[config.mk]
export PLATFORM = sky130hd
export DESIGN_NAME = idat_to_fdat_chunk_rewriter_core
export DESIGN_NICKNAME = d
export VERILOG_FILES = /design/src/design/i2f_pkg.sv /design/src/design/i2f_front.sv /design/src/design/i2f_fifo.sv /design/src/design/i2f_back.sv /design/src/design/idat_to_fdat_chunk_rewriter_core.sv
export SDC_FILE = /design/constraint.sdc
export NUM_CORES = 1
export LEC_CHECK = 0
export BUFFER_PORTS_ARGS = -buffer_cell sky130_fd_sc_hd__buf_2
export CAP_MARGIN = 40
export CORE_MARGIN = 2
export CORE_UTILIZATION = 45
export DETAILED_ROUTE_END_ITERATION = 6
export GPL_ROUTABILITY_DRIVEN = 0
export SETUP_SLACK_MARGIN = 0.2
export SYNTH_ARGS = -nofsm -noshare
export SYNTH_HDL_FRONTEND = slang
export SYNTH_HIERARCHICAL = 1
export SYNTH_SLANG_ARGS = --single-unit
[constraint.sdc]
create_clock -name clk -period 10.95 [get_ports clk]
set_clock_uncertainty 0.15 [all_clocks]
set_input_delay 1.6425 -clock clk [delete_from_list [all_inputs] [get_ports clk]]
set_output_delay 1.6425 -clock clk [all_outputs]
set_load 0.01 [all_outputs]
[src/design/i2f_pkg.sv]
// Shared types, constants and CRC helper for the image-data to frame-data chunk rewriter.
`timescale 1ns / 1ps

package i2f_pkg;

  // CRC-32 constants (reflected form)
  localparam logic [31:0] CRC_POLY = 32'hEDB8_8320;
  localparam logic [31:0] CRC_INIT = 32'hFFFF_FFFF;

  // Replacement letters for the first two bytes of the chunk type
  localparam logic [7:0] TYPE_F = 8'h66;
  localparam logic [7:0] TYPE_D = 8'h64;

  // Work passed from the front part to the back part
  typedef enum logic [1:0] {
    CMD_LEN     = 2'd0,  // four bytes of the new length
    CMD_TYPESEQ = 2'd1,  // last type byte followed by four sequence bytes
    CMD_DATA    = 2'd2,  // one byte that passes through and enters the CRC
    CMD_CRC     = 2'd3   // one byte of the new CRC
  } i2f_kind_t;

  typedef struct packed {
    i2f_kind_t   kind;
    logic [7:0]  byte_val;  // data or type byte; CRC byte position in the low bits
    logic [31:0] payload;   // length plus four, or sequence number
  } i2f_cmd_t;

  // One byte through the reflected CRC-32, a bit at a time
  function automatic logic [31:0] crc_feed_byte(input logic [31:0] crc_in,
                                                input logic [7:0]  data);
    logic [31:0] c;
    c = crc_in ^ {24'd0, data};
    for (int k = 0; k < 8; k++) begin
      c = c[0] ? ((c >> 1) ^ CRC_POLY) : (c >> 1);
    end
    return c;
  endfunction

endpackage

[src/design/i2f_front.sv]
// Front part: accepts input words, tracks chunk fields and issues commands.
`timescale 1ns / 1ps

module i2f_front (
  input  logic              clk,
  input  logic              rst_n,
  input  logic              in_fire,
  input  logic [7:0]        in_byte,
  input  logic              cfg_wr_en,
  input  logic [31:0]       cfg_wr_data,
  output logic              cmd_push,
  output i2f_pkg::i2f_cmd_t cmd
);
  import i2f_pkg::*;

  typedef enum logic [3:0] {
    PH_LEN  = 4'b0001,
    PH_TYPE = 4'b0010,
    PH_DATA = 4'b0100,
    PH_CRC  = 4'b1000
  } phase_t;

  phase_t      phase_r, phase_nxt;
  logic [1:0]  idx_r, idx_nxt;
  logic [31:0] len_r, len_nxt;
  logic [31:0] rem_r, rem_nxt;
  logic [31:0] seq_r;
  logic [31:0] len_shift;
  logic [7:0]  type_byte;

  // Sequence number register
  always_ff @(posedge clk) begin
    if (!rst_n) begin
      seq_r <= '0;
    end else if (cfg_wr_en) begin
      seq_r <= cfg_wr_data;
    end
  end

  assign len_shift = {len_r[23:0], in_byte};

  // The first two type letters are replaced
  always_comb begin
    case (idx_r)
      2'd0:    type_byte = TYPE_F;
      2'd1:    type_byte = TYPE_D;
      default: type_byte = in_byte;
    endcase
  end

  // Field tracking and command generation
  always_comb begin
    phase_nxt    = phase_r;
    idx_nxt      = idx_r;
    len_nxt      = len_r;
    rem_nxt      = rem_r;
    cmd_push     = 1'b0;
    cmd.kind     = CMD_DATA;
    cmd.byte_val = in_byte;
    cmd.payload  = seq_r;
    if (in_fire) begin
      unique case (phase_r)
        PH_LEN: begin
          len_nxt = len_shift;
          if (idx_r == 2'd3) begin
            cmd_push    = 1'b1;
            cmd.kind    = CMD_LEN;
            cmd.payload = len_shift + 32'd4;
            rem_nxt     = len_shift;
            idx_nxt     = 2'd0;
            phase_nxt   = PH_TYPE;
          end else begin
            idx_nxt = idx_r + 2'd1;
          end
        end
        PH_TYPE: begin
          cmd_push     = 1'b1;
          cmd.byte_val = type_byte;
          if (idx_r == 2'd3) begin
            cmd.kind  = CMD_TYPESEQ;
            idx_nxt   = 2'd0;
            phase_nxt = (rem_r != 32'd0) ? PH_DATA : PH_CRC;
          end else begin
            cmd.kind = CMD_DATA;
            idx_nxt  = idx_r + 2'd1;
          end
        end
        PH_DATA: begin
          cmd_push = 1'b1;
          cmd.kind = CMD_DATA;
          rem_nxt  = rem_r - 32'd1;
          if (rem_r == 32'd1) begin
            idx_nxt   = 2'd0;
            phase_nxt = PH_CRC;
          end
        end
        PH_CRC: begin
          cmd_push     = 1'b1;
          cmd.kind     = CMD_CRC;
          cmd.byte_val = {6'd0, idx_r};
          if (idx_r == 2'd3) begin
            idx_nxt   = 2'd0;
            len_nxt   = '0;
            phase_nxt = PH_LEN;
          end else begin
            idx_nxt = idx_r + 2'd1;
          end
        end
        default: begin
          // Corrupt phase: drop the word and wait for a length
          idx_nxt   = 2'd0;
          phase_nxt = PH_LEN;
        end
      endcase
    end
  end

  always_ff @(posedge clk) begin
    if (!rst_n) begin
      phase_r <= PH_LEN;
      idx_r   <= 2'd0;
      len_r   <= '0;
      rem_r   <= '0;
    end else begin
      phase_r <= phase_nxt;
      idx_r   <= idx_nxt;
      len_r   <= len_nxt;
      rem_r   <= rem_nxt;
    end
  end

endmodule

[src/design/i2f_fifo.sv]
// Short command queue between the front and back parts.
`timescale 1ns / 1ps

module i2f_fifo #(
  parameter int DEPTH = 4,
  parameter int CNT_W = $clog2(DEPTH + 1)
) (
  input  logic              clk,
  input  logic              rst_n,
  input  logic              push,
  input  i2f_pkg::i2f_cmd_t push_cmd,
  input  logic              pop,
  output i2f_pkg::i2f_cmd_t head_cmd,
  output logic              head_valid,
  output logic              full,
  output logic [CNT_W-1:0]  level
);
  import i2f_pkg::*;

  localparam int PTR_W = (DEPTH > 1) ? $clog2(DEPTH) : 1;

  i2f_cmd_t         mem_r [DEPTH];
  logic [PTR_W-1:0] wr_ptr_r, wr_ptr_nxt;
  logic [PTR_W-1:0] rd_ptr_r, rd_ptr_nxt;
  logic [CNT_W-1:0] cnt_r, cnt_nxt;
  logic             do_push, do_pop;

  assign full       = (cnt_r == CNT_W'(DEPTH));
  assign head_valid = (cnt_r != '0);
  assign head_cmd   = mem_r[rd_ptr_r];
  assign level      = cnt_r;
  assign do_push    = push && !full;
  assign do_pop     = pop && head_valid;

  // Pointer and fill count update
  always_comb begin
    wr_ptr_nxt = wr_ptr_r;
    rd_ptr_nxt = rd_ptr_r;
    cnt_nxt    = cnt_r;
    if (do_push) begin
      wr_ptr_nxt = (wr_ptr_r == PTR_W'(DEPTH - 1)) ? '0 : wr_ptr_r + 1'b1;
    end
    if (do_pop) begin
      rd_ptr_nxt = (rd_ptr_r == PTR_W'(DEPTH - 1)) ? '0 : rd_ptr_r + 1'b1;
    end
    if (do_push && !do_pop) begin
      cnt_nxt = cnt_r + 1'b1;
    end else if (do_pop && !do_push) begin
      cnt_nxt = cnt_r - 1'b1;
    end
  end

  always_ff @(posedge clk) begin
    if (!rst_n) begin
      wr_ptr_r <= '0;
      rd_ptr_r <= '0;
      cnt_r    <= '0;
    end else begin
      wr_ptr_r <= wr_ptr_nxt;
      rd_ptr_r <= rd_ptr_nxt;
      cnt_r    <= cnt_nxt;
    end
  end

  // Storage needs no reset
  always_ff @(posedge clk) begin
    if (do_push) begin
      mem_r[wr_ptr_r] <= push_cmd;
    end
  end

endmodule

[src/design/i2f_back.sv]
// Back part: expands commands into output words and keeps the running CRC.
`timescale 1ns / 1ps

module i2f_back (
  input  logic              clk,
  input  logic              rst_n,
  input  logic              head_valid,
  input  i2f_pkg::i2f_cmd_t head_cmd,
  output logic              pop,
  output logic              out_valid,
  input  logic              out_ready,
  output logic [7:0]        out_byte,
  output logic              out_run_last,
  output logic              out_chunk_last
);
  import i2f_pkg::*;

  logic [2:0]  cnt_r, cnt_nxt;
  logic [31:0] crc_r, crc_nxt;
  logic        valid_r, valid_nxt;
  logic [7:0]  byte_r;
  logic        run_last_r, chunk_last_r;
  logic [7:0]  sel_byte;
  logic        last_of_cmd;
  logic        chunk_end;
  logic        advance;
  logic [31:0] crc_final;

  assign crc_final = crc_r ^ CRC_INIT;
  assign advance   = head_valid && (!valid_r || out_ready);
  assign chunk_end = (head_cmd.kind == CMD_CRC) && (head_cmd.byte_val[1:0] == 2'd3);

  // Byte selection for the current step of the command
  always_comb begin
    sel_byte    = head_cmd.byte_val;
    last_of_cmd = 1'b1;
    unique case (head_cmd.kind)
      CMD_LEN: begin
        last_of_cmd = (cnt_r == 3'd3);
        case (cnt_r[1:0])
          2'd0:    sel_byte = head_cmd.payload[31:24];
          2'd1:    sel_byte = head_cmd.payload[23:16];
          2'd2:    sel_byte = head_cmd.payload[15:8];
          default: sel_byte = head_cmd.payload[7:0];
        endcase
      end
      CMD_TYPESEQ: begin
        last_of_cmd = (cnt_r == 3'd4);
        case (cnt_r)
          3'd0:    sel_byte = head_cmd.byte_val;
          3'd1:    sel_byte = head_cmd.payload[31:24];
          3'd2:    sel_byte = head_cmd.payload[23:16];
          3'd3:    sel_byte = head_cmd.payload[15:8];
          default: sel_byte = head_cmd.payload[7:0];
        endcase
      end
      CMD_DATA: begin
        sel_byte = head_cmd.byte_val;
      end
      CMD_CRC: begin
        case (head_cmd.byte_val[1:0])
          2'd0:    sel_byte = crc_final[31:24];
          2'd1:    sel_byte = crc_final[23:16];
          2'd2:    sel_byte = crc_final[15:8];
          default: sel_byte = crc_final[7:0];
        endcase
      end
      default: sel_byte = head_cmd.byte_val;
    endcase
  end

  // CRC register: restarts with each length, absorbs type, sequence and data
  always_comb begin
    crc_nxt = crc_r;
    if (advance) begin
      case (head_cmd.kind) inside
        CMD_LEN:                crc_nxt = CRC_INIT;
        CMD_TYPESEQ, CMD_DATA:  crc_nxt = crc_feed_byte(crc_r, sel_byte);
        default:                crc_nxt = chunk_end ? CRC_INIT : crc_r;
      endcase
    end
  end

  // Step counter and output register
  always_comb begin
    cnt_nxt   = cnt_r;
    valid_nxt = valid_r;
    if (advance) begin
      cnt_nxt   = last_of_cmd ? 3'd0 : cnt_r + 3'd1;
      valid_nxt = 1'b1;
    end else if (out_ready) begin
      valid_nxt = 1'b0;
    end
  end

  assign pop = advance && last_of_cmd;

  always_ff @(posedge clk) begin
    if (!rst_n) begin
      cnt_r   <= 3'd0;
      crc_r   <= CRC_INIT;
      valid_r <= 1'b0;
    end else begin
      cnt_r   <= cnt_nxt;
      crc_r   <= crc_nxt;
      valid_r <= valid_nxt;
    end
  end

  always_ff @(posedge clk) begin
    if (advance) begin
      byte_r       <= sel_byte;
      run_last_r   <= last_of_cmd;
      chunk_last_r <= chunk_end;
    end
  end

  assign out_valid      = valid_r;
  assign out_byte       = byte_r;
  assign out_run_last   = run_last_r;
  assign out_chunk_last = chunk_last_r;

endmodule

[src/design/idat_to_fdat_chunk_rewriter_core.sv]
// Path: an accepted input word is written into the command queue and then into the output
// register before its first output word is shown; length words one to three give none.
// Throughput: the back part sends one output word per cycle unless the queue is empty or the
// output stalls; the fourth length word gives four output words and the fourth type word five,
// other words one; the FIFO_DEPTH-entry command queue lets input words arrive until it is full.
// Reset: synchronous active-low rst_n clears the phase, queue, CRC and sequence number.
`timescale 1ns / 1ps

module idat_to_fdat_chunk_rewriter_core #(
  parameter int FIFO_DEPTH = 4
) (
  input  logic        clk,
  input  logic        rst_n,
  input  logic        in_tvalid,
  output logic        in_tready,
  input  logic [7:0]  in_tdata,     // [7:0] in_byte
  output logic        out_tvalid,
  input  logic        out_tready,
  output logic [7:0]  out_tdata,    // [7:0] out_byte
  output logic        out_tuser,    // [0] run_last
  output logic        out_tlast,    // chunk_last
  input  logic        cfg_wr_en,
  input  logic [31:0] cfg_wr_data   // sequence_number
);
  import i2f_pkg::*;

  localparam int CNT_W = $clog2(FIFO_DEPTH + 1);

  logic             in_fire;
  logic             cmd_push;
  i2f_cmd_t         cmd;
  i2f_cmd_t         head_cmd;
  logic             head_valid;
  logic             fifo_full;
  logic             cmd_pop;
  logic [CNT_W-1:0] fifo_level;

  assign in_tready = !fifo_full;
  assign in_fire   = in_tvalid && in_tready;

  i2f_front u_front (
    .clk         (clk),
    .rst_n       (rst_n),
    .in_fire     (in_fire),
    .in_byte     (in_tdata),
    .cfg_wr_en   (cfg_wr_en),
    .cfg_wr_data (cfg_wr_data),
    .cmd_push    (cmd_push),
    .cmd         (cmd)
  );

  i2f_fifo #(
    .DEPTH (FIFO_DEPTH),
    .CNT_W (CNT_W)
  ) u_fifo (
    .clk        (clk),
    .rst_n      (rst_n),
    .push       (cmd_push),
    .push_cmd   (cmd),
    .pop        (cmd_pop),
    .head_cmd   (head_cmd),
    .head_valid (head_valid),
    .full       (fifo_full),
    .level      (fifo_level)
  );

  i2f_back u_back (
    .clk            (clk),
    .rst_n          (rst_n),
    .head_valid     (head_valid),
    .head_cmd       (head_cmd),
    .pop            (cmd_pop),
    .out_valid      (out_tvalid),
    .out_ready      (out_tready),
    .out_byte       (out_tdata),
    .out_run_last   (out_tuser),
    .out_chunk_last (out_tlast)
  );

  // The final CRC word always closes the run of its input word
  a_chunk_last_ends_run: assert property (@(posedge clk) disable iff (!rst_n)
    (out_tvalid && out_tlast) |-> out_tuser)
    else $error("chunk end without run end");

  // Queue never holds more than its depth
  a_queue_bound: assert property (@(posedge clk) disable iff (!rst_n)
    fifo_level <= CNT_W'(FIFO_DEPTH))
    else $error("command queue overfilled");

  // Nothing is presented in the cycle after a reset edge
  a_quiet_after_reset: assert property (@(posedge clk)
    !rst_n |=> !out_tvalid)
    else $error("output valid straight after reset");

  // A command is only retired when the back part can send a word
  a_pop_needs_space: assert property (@(posedge clk) disable iff (!rst_n)
    cmd_pop |-> (head_valid && (!out_tvalid || out_tready)))
    else $error("command retired while output stalled");

endmodule
* After elaboration in Yosys (flattened, before gate mapping) *
Memories as Yosys holds them, arrays and structs flattened. A register that Yosys moved wholly into a read port is not among the register bits.
Cells that the tools add are included.
Widths: inputs -> output; s select.

word-level totals
  register bits after elaboration = 147
  memory bits (writable) = 168
  input bits = 45
  output and inout port bits = 12
  word-level logic and storage cells = 143
  memories kept = 1

memory list
  name          words  bits a word  read ports  clocked after memory_dff  wr ports  RTL line        text
  u_fifo.mem_r  4      42           1           1                         1         i2f_fifo.sv:22  i2f_cmd_t mem_r [DEPTH];

operators by class
  add/subtract/negate cells = 8
  eq/ne operators = 26
  mux-type cells = 51
  bitwise logic cells = 10
  reduce and logical (&&, ||, !) cells = 33

operator list
  kind                   count
  $mux 32                14
  $not 13->14            8
  $pmux 32 s2            1
  $pmux 8 s4             2
  $pmux 24 s2            1
  $pmux 8 s3             2
  $mux 42                1
  $add 32x3->32 const B  1
  $eq 32x1->1 const B    1
  $not 32->32            1
  $pmux 8 s2             2
  $reduce_bool 32->1     1
  $sub 32x1->32 const B  1
  $xor 32x8->32          1
  $mux 24                1
  $mux 4                 5
  $eq 2x2->1 const B     8
  $mux 2                 8
  $pmux 4 s4             1
  $mux 3                 3
  $eq 2x1->1 const B     4
  $logic_and 1x1->1      8
  $logic_not 2->1        4
  $ne 2x1->1 const B     4
  other kinds (24)       45

* Longest topological paths before layout *
  word-level depth = 22
  mapped depth = 17
  mapped depth without buffers = 14

* Hierarchy *
The synthesis kept the hierarchy.

by module, submodules not included
  module                            times used  cells each  area an instance (sq um)  seq. area each (sq um)
  i2f_fifo                          1           271         6,595.1                   5,225.0
  i2f_front                         1           715         5,500.3                   1,881.8
  i2f_back                          1           343         3,438.3                   1,021.0
  idat_to_fdat_chunk_rewriter_core  1           2           10.0                      0.0

* Worst setup path before layout *
No wires, ideal clock.

  path kind = input -> register
  start point = input in_tvalid
  end point = memory u_fifo/mem_r[0][0] (netlist name) (enable)
  library setup time = 404 ps
  data arrival time = 4,291 ps
  data required time = 10,396 ps
  setup slack = 6,105 ps
  stages on the path = 9
  path buffers = 3
  cell sequence = nor2b_1 > or3b_1 > a21o_1 > clkbuf_1 > clkbuf_1 > nand2_1 > nor2b_1 > buf_2 > and2_1

on the way
  longest elaborated chain between the ends = 5

RTL lines
  item                          RTL line                                text
  start, declared               idat_to_fdat_chunk_rewriter_core.sv:14  input logic in_tvalid,
  $logic_and 1x1->1             idat_to_fdat_chunk_rewriter_core.sv:39  assign in_fire = in_tvalid && in_tready;
  $mux 1                        i2f_front.sv:61                         if (in_fire) begin
  via cmd_push                  idat_to_fdat_chunk_rewriter_core.sv:30  logic cmd_push;
  $logic_and 1x1->1             i2f_fifo.sv:32                          assign do_push = push && !full;
  via u_fifo.do_push            i2f_fifo.sv:26                          logic do_push, do_pop;
  $mux 1                        i2f_fifo.sv:67                          if (do_push) begin
  $mux 1 (not written as such)  i2f_fifo.sv:68                          mem_r[wr_ptr_r] <= push_cmd;
  end, declared                 i2f_fifo.sv:22

The timed path passes the listed nets, and every way through them passes these cells.

==> results.cfg <==
[routing]
antenna_left = 0
drt-total-wl_um = 37790
drc = 0
drt-initial-drc-count = 998
vias = 10590
wl_per_cell_um = 20.49
avgViaCountPerCell = 5.744
dr.pass1.iters = 6

[critical_path]
max_stage_delay_ns = 0.59
required_ns = 11.24
slowest_stage = mux4_2
arrival_ns = 4.55
path_class = flip-flop to flip-flop
crit_path_start_kind = flip-flop
ff2ff_setup_slack_ns = 6.70
critical_path.endpoint_type = flip-flop
reg2reg_depth = 15
rr_endpoint = u_fifo/level[2]
critPathMaxFanout = 42
worstPathCellList = buf_4 > buf_16 > mux4_2 > inv_1 > ha_1 > o21ai_0 > a31oi_1 > nor2_1 > o31ai_1 > ha_1 > inv_1 > fa_1 > xor2_1 > or3_1 > a21boi_0

[synthesis]
avgSynthCellArea_um2 = 11.68
ys_ff_latch = 317
yosysSeqAreaShare_pct = 52.29
synth_edf_count = 178
synth_fp_nets = 1400
ys.flop_type = edfxtp_1
syn_inst = 1331
async_flop_share_pct = 0
synth.most_common_cell = edfxtp_1
yosys.area.top_type = edfxtp_1
synth_cell_types = 90
syn_area_um2 = 15540
synth_commonest_cells = edfxtp_1, dfxtp_1, nor2_1
yosysTopAreaCellShare_pct = 34.39
ys_top_cells_by_area = edfxtp_1, dfxtp_1, mux4_2
yosysWarnings = 6

[placed_design]
dp.cells = 1778
hpwlAfterDp_um = 26120
io_buffers = 56

[min_path]
holdPathStages = 2
hp-class = flip-flop to flip-flop
min-delay-start = u_front/rem_r[11]
min_to = u_front/rem_r[11]

[cts]
cts_resized = 0
cts_tree = done
cts_hold_buf = 0
clk_pin_slew_ns = 0.06
cts.sinks = 317
insertion_delay_ns = 0.53
cts_buffer_depth = 3
cts_setup_buffers = 0
htree_levels = 2
cts_buffers = 36
root_buffer = clkbuf_16

[floorplan]
pin_count = 57
rows = 68
core_area_um2 = 34290
dieArea_um2 = 36040
die_x_um = 189.9
start_util_pct = 45.33
die_y_um = 189.9

[grt]
grt_pass1_wl_um = 58880
grt_pass1_vias = 10220
gr-total-overflow = 0
antenna_found_initial = 0
gr-usage-all-layers_pct = 21.08
grt_max_degree = 83

[timing]
slew_headroom_pct = 47.99
fmax_mhz = 235.1
worst_pin_slew_ns = 0.7773
slew_violations = 0
rsz0062_at_grt = no
hold_viol_final = 0
setup-violations-final = 0
period_share_pct = 38.85
fin_setup_tns_ns = 0
post-route-min-period_ns = 4.254

[finish]
drive_gt1_share_pct = 16.92
finalNetCount = 1430
instances_no_fill = 1844
syn_to_final_growth_pct = 12.29
num_antenna_cells = 0

[outcome]
status = completed

[run]
drv_cap = 0

[power]
seq_power_share_pct = 46.5
p_per_area_nw_per_um2 = 160.5
clock_power_share_pct = 44.4
power.internal_w = 0.002146
combPwrFrac_pct = 9.1
switchingPower_w = 0.0006550
leakage_nw = 6.080
vdd.ir_drop.worst_mv = 0.1253
switching_share_pct = 23.38
[routing by layer]
layer  track usage, %  part of all wire [%]  vias up
met2            34.55                    48      267
met4            4.830                   1.6        0
met5                0                     0        -
met3            3.062                   4.8       40
li1                 -                     -     5042
met1            29.77                    46     5243
[flip-flops by register name (all words and copies together) (netlist names), named ones only]
| register | count |
|---|---|
| u_front/phase_r | 4 |
| u_fifo/wr_ptr_r | 2 |
| u_back/out_valid | 1 |
| u_front/rem_r | 32 |
| u_back/out_chunk_last | 1 |
| u_front/seq_r | 32 |
| u_fifo/level | 3 |
| u_back/crc_r | 32 |
| u_fifo/rd_ptr_r | 2 |
| u_back/cnt_r | 3 |
| u_back/out_byte | 8 |
| u_back/out_run_last | 1 |
| u_front/len_r | 24 |
| u_fifo/mem_r | 168 |
| u_front/idx_r | 2 |
[how the worst max path moves through the flow]
stage	startpoint	endpoint	slack (ns)	cells after the start
2_1_floorplan	in_tvalid	u_fifo/mem_r[0][0]	6.11	9
3_3_place_gp	in_tvalid	u_fifo/mem_r[2][22]	6.24	8
3_5_place_dp	in_tvalid	u_fifo/level[2]	6.23	13
4_1_cts	flip-flop	u_fifo/level[2]	6.63	15
5_1_grt	flip-flop	u_fifo/level[2]	6.31	15
6_report	flip-flop	u_fifo/level[2]	6.70	15
[cells in the final DEF, fill, tap and decap left out, drive strengths merged, types with 23 or more instances in the layout]
master / Yosys / final
edfxtp: 178 / 178
dfxtp: 139 / 139
nor2: 121 / 121
nand2: 106 / 106
xnor2: 79 / 79
buf: 30 / 79
o21ai: 68 / 68
a21oi: 67 / 67
mux2i: 49 / 49
mux4: 48 / 48
clkbuf: 57 / 40
inv: 34 / 38
a22oi: 34 / 34
xor2: 28 / 28
nand3: 25 / 25
ha: 23 / 23
[cell families (layout without fill, tap and decap cells)]
| kind of cell | Yosys count | in the layout | share of synthesized area [%] |
|---|---|---|---|
| mux | 100 | 100 | 10.38 |
| flops | 317 | 317 | 52.29 |
| buf+inv | 122 | 180 | 3.622 |
| compound gates | 287 | 287 | 12.36 |
| fa+ha+maj | 24 | 24 | 1.980 |
| xor+xnor | 107 | 107 | 7.454 |
| simple gates | 374 | 374 | 11.91 |
[power groups by stage]
stage          registers, W  clock network [W]  logic, W
2_1_floorplan       0.00132                  0  0.000191
3_3_place_gp        0.00133                  0  0.000247
3_5_place_dp        0.00133                  0  0.000254
4_1_cts             0.00130            0.00127  0.000255
5_1_grt             0.00130            0.00132  0.000280
6_report            0.00130            0.00124  0.000255
[worst max-delay path: cells and delay by family, from the launching register on]
| kind | cells | cell delay [ns] |
|---|---|---|
| compound gates | 4 | 0.82 |
| mux | 1 | 0.59 |
| buf+inv | 4 | 0.56 |
| flops | 1 | 0.31 |
| simple gates | 2 | 0.44 |
| xor+xnor | 1 | 0.17 |
| fa+ha+maj | 3 | 1.10 |
[through the flow]
| stage | utilization, % | total power [W] | instance area, µm² | hold WS [ns] | setup WS [ns] |
|---|---|---|---|---|---|
| after CTS | 50.91 | 0.002825 | 17450 | 0.3450 | 6.633 |
| after floorplan | - | 0.001507 | 15540 | 0.3061 | 6.105 |
| after global placement | 46.96 | 0.001574 | 16100 | 0.3264 | 6.241 |
| final | 50.91 | 0.002801 | 17450 | 0.3402 | 6.696 |
| after global routing | 50.91 | 0.002904 | 17450 | 0.3618 | 6.313 |
| after detailed placement | 47.32 | 0.001580 | 16220 | 0.3345 | 6.232 |
[final cells by class]
class / count / area (µm²)
clock buffers: 40 / 937.1
clock inverters: 26 / 292.8
fillers: 2997 / 16830
inverters: 35 / 131.4
multi-input cells: 892 / 6864
flip-flops and latches: 317 / 8130
well taps: 455 / 569.3
repair buffers: 79 / 529.3
No activity file was read; power rests on OpenSTA's default activity.
